**config.mk**
```make
export PLATFORM = sky130hd
export DESIGN_NAME = insertion_sorter
export DESIGN_NICKNAME = d
export VERILOG_FILES = /design/src/sv/ins_pkg.sv /design/src/sv/ins_cell.sv /design/src/sv/insertion_sorter.sv
export SDC_FILE = /design/constraint.sdc
export NUM_CORES = 2
export LEC_CHECK = 0
export BUFFER_PORTS_ARGS = -buffer_cell sky130_fd_sc_hd__clkbuf_2
export CORE_MARGIN = 3
export CORE_UTILIZATION = 30
export DETAILED_ROUTE_END_ITERATION = 6
export PLACE_DENSITY = 0.45
export REMOVE_ABC_BUFFERS = 1
export SKIP_CTS_REPAIR_TIMING = 1
export SLEW_MARGIN = 20
export SYNTH_ARGS = -nofsm -noshare
export SYNTH_HDL_FRONTEND = slang
export SYNTH_SLANG_ARGS = --single-unit
```
**constraint.sdc**
```tcl
create_clock -name clock -period 5.1 [get_ports clock]
set_input_delay 0.255 -clock clock [delete_from_list [all_inputs] [get_ports clock]]
set_output_delay 0.255 -clock clock [all_outputs]
set_load 0.01 [all_outputs]
```
**src/sv/ins_pkg.sv**
```systemverilog
// shared types and constants for the insertion sorter
package ins_pkg;

   localparam int DATA_W = 32;

   // control broadcast along the row of cells
   typedef struct packed {
      logic              insert;
      logic              drain;
      logic [DATA_W-1:0] value;
   } ins_ctrl_type;

endpackage

```
**src/sv/ins_cell.sv**
```systemverilog
// one compare-and-shift cell of the sorting row
module ins_cell (
   input  logic                                 clock,
   input  ins_pkg::ins_ctrl_type                ctrl,
   input  logic                                 occupied,
   input  logic signed [ins_pkg::DATA_W-1:0]    left_value,
   input  logic                                 left_greater,
   input  logic signed [ins_pkg::DATA_W-1:0]    right_value,
   output logic signed [ins_pkg::DATA_W-1:0]    value,
   output logic                                 greater
);

   logic signed [ins_pkg::DATA_W-1:0] value_ff;
   logic signed [ins_pkg::DATA_W-1:0] value_in;

   // an empty cell counts as larger than anything
   assign greater = !occupied || ($signed(value_ff) > $signed(ctrl.value));
   assign value   = value_ff;

   always_comb begin
      value_in = value_ff;
      if (ctrl.drain) begin
         value_in = right_value;
      end else if (ctrl.insert && greater) begin
         // shift up from the left neighbour, or take the new value at the boundary
         value_in = left_greater ? left_value : $signed(ctrl.value);
      end
   end

   always_ff @(posedge clock) begin
      value_ff <= value_in;
   end

endmodule

```
**src/sv/insertion_sorter.sv**
```systemverilog
// top level of the streaming insertion sorter: a row of compare-and-shift cells
// Each input beat is inserted into the row in parallel: every cell compares the new
// value with its own entry at once, and the larger entries move up one cell, so req_ready
// stays high and one value a cycle is taken while a set is being collected. A beat with
// last_in set starts a drain: the row shifts down one cell per rsp beat, smallest value
// first, so a set of N stored values gives N result beats at one per cycle while
// rsp_ready is high; no input beat is taken during the drain. Values arriving with
// MAX_ITEMS entries held are dropped and rsp_overflow is set on every beat of that set.
module insertion_sorter #(
   parameter int MAX_ITEMS = 16
) (
   input  logic                                clock,
   input  logic                                reset,
   input  logic                                req_valid,
   output logic                                req_ready,
   input  logic signed [ins_pkg::DATA_W-1:0]   req_value,
   input  logic                                req_last_in,
   output logic                                rsp_valid,
   input  logic                                rsp_ready,
   output logic signed [ins_pkg::DATA_W-1:0]   rsp_sorted_value,
   output logic                                rsp_last_out,
   output logic                                rsp_overflow
);

   localparam int CNT_W = $clog2(MAX_ITEMS + 1);
   localparam logic [CNT_W-1:0] FULL_COUNT = CNT_W'(MAX_ITEMS);
   localparam logic [CNT_W-1:0] ONE_COUNT  = CNT_W'(1);

   logic [CNT_W-1:0] count_ff, count_in;
   logic             dropped_ff, dropped_in;
   logic             draining_ff, draining_in;

   logic                                req_fire, rsp_fire, full;
   ins_pkg::ins_ctrl_type               ctrl;
   logic signed [ins_pkg::DATA_W-1:0]   cell_value [MAX_ITEMS];
   logic                                cell_greater [MAX_ITEMS];
   logic                                occupied [MAX_ITEMS];

   assign req_ready = !draining_ff;
   assign req_fire  = req_valid && req_ready;
   assign rsp_valid = draining_ff;
   assign rsp_fire  = rsp_valid && rsp_ready;
   assign full      = (count_ff == FULL_COUNT);

   assign ctrl.insert = req_fire && !full;
   assign ctrl.drain  = rsp_fire;
   assign ctrl.value  = req_value;

   assign rsp_sorted_value = cell_value[0];
   assign rsp_last_out     = (count_ff == ONE_COUNT);
   assign rsp_overflow     = dropped_ff;

   for (genvar i = 0; i < MAX_ITEMS; i++) begin : g_cell
      logic signed [ins_pkg::DATA_W-1:0] left_value;
      logic                              left_greater;
      logic signed [ins_pkg::DATA_W-1:0] right_value;

      assign occupied[i] = (CNT_W'(i) < count_ff);

      if (i == 0) begin : g_first
         assign left_value   = req_value;
         assign left_greater = 1'b0;
      end else begin : g_inner
         assign left_value   = cell_value[i-1];
         assign left_greater = cell_greater[i-1];
      end

      if (i == MAX_ITEMS - 1) begin : g_end
         assign right_value = cell_value[i];
      end else begin : g_mid
         assign right_value = cell_value[i+1];
      end

      ins_cell u_cell (
         .clock        (clock),
         .ctrl         (ctrl),
         .occupied     (occupied[i]),
         .left_value   (left_value),
         .left_greater (left_greater),
         .right_value  (right_value),
         .value        (cell_value[i]),
         .greater      (cell_greater[i])
      );
   end

   always_comb begin
      count_in    = count_ff;
      dropped_in  = dropped_ff;
      draining_in = draining_ff;
      if (req_fire) begin
         if (full) begin
            dropped_in = 1'b1;
         end else begin
            count_in = count_ff + ONE_COUNT;
         end
         if (req_last_in) begin
            draining_in = 1'b1;
         end
      end
      if (rsp_fire) begin
         count_in = count_ff - ONE_COUNT;
         // final beat of the set empties the row
         if (count_ff == ONE_COUNT) begin
            draining_in = 1'b0;
            dropped_in  = 1'b0;
         end
      end
   end

   always_ff @(posedge clock) begin
      if (reset) begin
         count_ff    <= '0;
         dropped_ff  <= 1'b0;
         draining_ff <= 1'b0;
      end else begin
         count_ff    <= count_in;
         dropped_ff  <= dropped_in;
         draining_ff <= draining_in;
      end
   end

endmodule

```
# Word level (Yosys, flattened, before mapping)
# Index checks and enable logic that the tools add are counted.
[op_classes] n_bitwise=1 reduce_logical=71 n_mux=56 shifts=0 addsub=2 n_lt_le_gt_ge=32 mul=0 eq_ne=3 div=0
[op_table] operator="$mux W32" count=45
[op_table] operator="$gt A32 B32 Y1" count=16
[op_table] operator="$lt A4 B5 Y1 const A" count=8
[op_table] operator="$reduce_bool A2 Y1" count=16
[op_table] operator="$lt A3 B5 Y1 const A" count=4
[op_table] operator="$logic_and A1 B1 Y1" count=19
[op_table] operator="$logic_not A1 Y1" count=18
[op_table] operator="$logic_or A1 B1 Y1" count=16
[op_table] operator="$mux W5" count=3
[op_table] operator="$lt A1 B5 Y1 const A" count=2
[op_table] operator="$lt A2 B5 Y1 const A" count=2
[op_table] operator="$mux W1" count=8
[op_table] operator="$add A5 B1 Y5 const B" count=1
[op_table] operator="$eq A5 B1 Y1 const B" count=1
[op_table] operator="$eq A5 B5 Y1 const B" count=1
[op_table] operator="$sub A5 B1 Y5 const B" count=1
[op_table] operator="$reduce_and A2 Y1" count=2
[op_table] operator="$ne A2 B2 Y1 const B" count=1
[op_table] operator="$not A1 Y1" count=1
[totals] latchBits=0 regBits=519 out_inout_bits=36 memories=0 rom_bits=0 ramBits=0

# Depth between registers and ports, before layout
[depth] depth_word=6 mapped_depth=11 ltp_nobuf=9

# Cells and area by module
# Synthesis repeated with hierarchy kept, for this count alone.
[hier_totals] hier_cells=4240 hier_area_um2=40197.3
[modules_own_cells] mod="ins_cell" area_per_inst_um2=2474.9 cells_each=260 instances=16
[modules_own_cells] mod="insertion_sorter" area_per_inst_um2=599.3 cells_each=80 instances=1

# Worst setup path before layout
# No wires, ideal clock.
[synth_timing] path_type="input-to-reg" startpoint="in req_value[31] in the netlist's numbering" endpoint="reg g_cell[0].u_cell.value_ff, in the netlist g_cell[0].u_cell.value[0], enable pin" slack_ns=0.291 stages=9 arrival_time_ns=4.343 cell_sequence="inv_1 ha_1 nand4_1 nor3_1 a221o_1 nor3b_1 a211oi_2 buf_4 o21ai_0"
[synth_via] elab_chain_cells=4
[synth_lines] item="start: declaration" line="insertion_sorter.sv:16" text="input logic signed [ins_pkg::DATA_W-1:0] req_value,"
[synth_lines] item="$gt A32 B32 Y1" line="ins_cell.sv:17" text="assign greater = !occupied || ($signed(value_ff) > $signed(ctrl.value));"
[synth_lines] item="$logic_or A1 B1 Y1" line="ins_cell.sv:17"
[synth_lines] item="$logic_and A1 B1 Y1" line="ins_cell.sv:24" text="end else if (ctrl.insert && greater) begin"
[synth_lines] item="$reduce_bool A2 Y1 (no line)"
[synth_lines] item="end signal: assignment" line="ins_cell.sv:31" text="value_ff <= value_in;"
[synth_lines] item="end: declaration" line="ins_cell.sv:13" text="logic signed [ins_pkg::DATA_W-1:0] value_ff;"
# Every way passes these cells.
# A chain may end at the register's enable or synchronous reset.

# Final worst setup path
[layout_timing] startpoint="in req_value[8] in the netlist's numbering" endpoint="reg g_cell[3].u_cell.value_ff, in the netlist g_cell[3].u_cell.value[20] (data pin)"
[layout_via] elab_chain_cells=5
[layout_lines] item="$gt A32 B32 Y1" line="ins_cell.sv:17"
[layout_lines] item="$logic_or A1 B1 Y1" line="ins_cell.sv:17"
[layout_lines] item="$mux W32" line="ins_cell.sv:26" text="value_in = left_greater ? left_value : $signed(ctrl.value);"
[layout_lines] item="$mux W32" line="ins_cell.sv:24"
[layout_lines] item="$mux W32" line="ins_cell.sv:22" text="if (ctrl.drain) begin"
[layout_lines] item="via g_cell[3].u_cell.value_in, one bit" line="ins_cell.sv:14" text="logic signed [ins_pkg::DATA_W-1:0] value_in;"
[layout_lines] item="end signal: assignment" line="ins_cell.sv:31"
[layout_lines] item="end: declaration" line="ins_cell.sv:13"
# The timed path passes the listed nets, and every way through them passes these cells. The select of a mux whose other input is x is not followed.

==> results.yml <==
run_status:
  outcome: "complete, no violations"
worst_setup_path:
  rr_worst_depth: 9
  arrival_ns: 4.20
  worstSetupPathType: "in -> reg"
  crit_path_end_kind: "flip-flop"
  cp_max_fo: 16
  cp.required_ns: 5.44
  r2r_end: "g_cell[3].u_cell.value[20]"
  setup.worst_path.start_class: "input port"
  ff2ff_setup_slack_ns: 1.33
  rr_startpoint: "g_cell[2].u_cell.value[11]"
floorplan:
  die_area_sq_um: 130000
  die_h_um: 361
  io_pins: 73
  die_w_um: 361
  initial_core_util: 0.303
  placementRows: 129
  core_sq_um: 124000
global_route:
  grt_pass1_vias: 28600
  gr-total-overflow: 0
  grt_pass1_wl_mm: 180
  antenna_found_initial: 2
  grt_use_total: 0.177
  grt_max_degree: 211
layout:
  num_antenna_cells: 0
  drive_gt1_frac: 0.0947
  fin_nets: 4310
  mostFrequentLayoutCells: "a21oi_1 (660), ha_1 (516), edfxtp_1 (512), nor2_1 (494), mux2i_1 (442)"
  syn2layout_area_growth_pct: 13.1
  layout_commonest_cell: "a21oi_1"
sta:
  rsz0062_at_grt: "false"
  setup_viol: 0
  relSlewSlack: 0.299
  maxSlewViolCount: 0
  tightest_slew_ns: 1.04
  min_period_ns: 3.86
  setup_tns_ns: 0
  period_share: 0.757
  worst_slack_ns: 1.24
  skew_ns: 0.0217
  fmax_ghz: 0.259
  hold_violations: 0
synth:
  syn_area_per_cell_sq_um: 10.3
  ys_seq_area_frac: 0.411
  async_flop_share: 0
  synth_edf_count: 512
  synth_cells: 3675
  ys.warnings.count: 0
  yosys_most_used_dff: "edfxtp_1"
  synth_cell_types: 64
  ys_ff_latch: 519
  syn_area_sq_um: 37700
clock_tree:
  clk_latency_ns: 0.62
  htree_levels: 3
  cts_tree: "yes"
  clock-sinks: 519
  clockBufferDepth: 3
  cts_buffers: 69
  root_buffer: "clkbuf_16"
  cts.clk_slew.worst_paths_ns: 0.06
pwr:
  leakagePower_nw: 17.5
  p_switching_w: 0.00556
  power_density_nw_per_um2: 379
  peakVddDrop_v: 0.000199
  clock_power_share: 0.293
  sw_frac_of_total: 0.344
  p_comb_frac: 0.295
  seq_power_share: 0.412
  p_int_w: 0.0106
routing:
  drtAntennaViolNets: 0
  drtIter0Drc: 1866
  routed_wl_mm: 118
  drtPass1Iterations: 5
  drc_errors: 0
  vias_per_cell: 5.27
  routedWlPerCell_um: 21.7
  vias: 28700
place:
  gp_congestion: 0.834
  io_buffers: 72
  pre_cts_ws_ns: 0.530
  dpl.hpwl_mm: 90.8
worst_hold_path:
  hold_class: "in -> reg"
  hp-start: "req_valid"
  whs_path_depth: 3
  worst_hold_path.endpoint: "rsp_overflow"
job:
  max-cap-violations: 0
area by class of cell:
| cell class | count | area, sq um |
|---|---|---|
| Clock inverter | 32 | 220 |
| Inverter | 71 | 267 |
| Tap cell | 1637 | 2050 |
| Sequential cell | 519 | 15500 |
| Clock buffer | 93 | 1900 |
| Multi-Input combinational cell | 2892 | 21200 |
| Timing Repair Buffer | 204 | 1520 |
| Fill cell | 12800 | 81600 |
critical path: stages:
cell	delay (ns)
clkbuf_2	0.35
inv_1	0.36
buf_4	0.27
ha_1	0.27
nand4_1	0.17
nor4_1	0.85
nand3_1	0.19
nor3b_1	0.23
a211oi_4	0.52
buf_4	0.38
mux2i_1	0.24
a21oi_1	0.08
worst max-delay path by stage:
stage,start,to,slack [ns]
after floorplan,rsp_valid,g_cell[0].u_cell.value[0],-22.21
after global placement,req_value[13],g_cell[13].u_cell.value[23],0.66
after detailed placement,req_value[13],g_cell[13].u_cell.value[21],0.53
after CTS,req_value[13],g_cell[13].u_cell.value[22],1.20
after global routing,req_value[13],g_cell[0].u_cell.value[25],0.96
final,req_value[8],g_cell[3].u_cell.value[20],1.24
per-layer routing:
| metal | track usage | up-vias | routed length (um) |
|---|---|---|---|
| li1 | - | 14100 | - |
| met2 | 0.288 | 451 | 54900 |
| met1 | 0.256 | 14100 | 57400 |
| met5 | 0 | - | 0 |
| met4 | 0.0337 | 0 | 1820 |
| met3 | 0.0194 | 105 | 4300 |
sequential cells by signal, indices dropped and copies added, names as in the netlist:
name / flops
count_ff: 5
rsp_valid: 1
rsp_overflow: 1
g_cell.u_cell.value: 512
power by group through the flow:
stage / logic [W] / registers (W) / clock network [W]
global route: 0.00537 / 0.00678 / 0.00506
global placement: 0.00463 / 0.00678 / 0
CTS: 0.00475 / 0.00669 / 0.00490
finish: 0.00476 / 0.00667 / 0.00475
floorplan: 0.00354 / 0.00655 / 0
detailed placement: 0.00473 / 0.00677 / 0
stage by stage:
| stage | cells | total power [W] | hold WS (ns) | utilization | cell area, sq um |
|---|---|---|---|---|---|
| floorplan | 3482 | 0.0101 | 0.324 | - | 36800 |
| global placement | 5317 | 0.0114 | 0.550 | 0.325 | 40400 |
| detailed placement | 5319 | 0.0115 | 0.542 | 0.326 | 40500 |
| CTS | 5444 | 0.0163 | -0.0999 | 0.343 | 42600 |
| global route | 5448 | 0.0172 | 0.00172 | 0.343 | 42700 |
| finish | 5448 | 0.0162 | 0.0152 | 0.343 | 42700 |
cell families (layout without fill, tap and decap cells):
kind of cell    count (synthesis)  in the layout  share of synthesized area
fa+ha+maj                     516            516                      0.171
mux                           474            474                      0.130
xor+xnor                        4              4                   0.000929
compound gates                938            938                      0.142
flops                         519            519                      0.411
simple gates                  960            960                      0.113
buf+inv                       264            400                     0.0324
cell usage after synthesis, drive strengths merged, types with 8 or more instances:
cell type / n / share of area
inv: 71 / 0.0071
mux2i: 442 / 0.12
mux2: 32 / 0.012
buf: 68 / 0.013
or3: 10 / 0.0017
nor2b: 18 / 0.0030
o2bb2ai: 10 / 0.0023
edfxtp: 512 / 0.41
clkbuf: 125 / 0.013
nor4: 29 / 0.0048
nor3b: 8 / 0.0016
nor3: 20 / 0.0027
o211a: 9 / 0.0024
nand4: 107 / 0.018
a21oi: 660 / 0.088
o2111ai: 8 / 0.0019
a21o: 27 / 0.0054
o21ai: 111 / 0.015
o21a: 18 / 0.0036
a221o: 14 / 0.0037
nor2: 494 / 0.049
o211ai: 15 / 0.0035
nand3: 42 / 0.0056
a31oi: 11 / 0.0018
nand2b: 22 / 0.0036
nand2: 190 / 0.019
ha: 516 / 0.17
a211oi: 15 / 0.0038
Note: power is estimated with default switching activity, not from simulation.
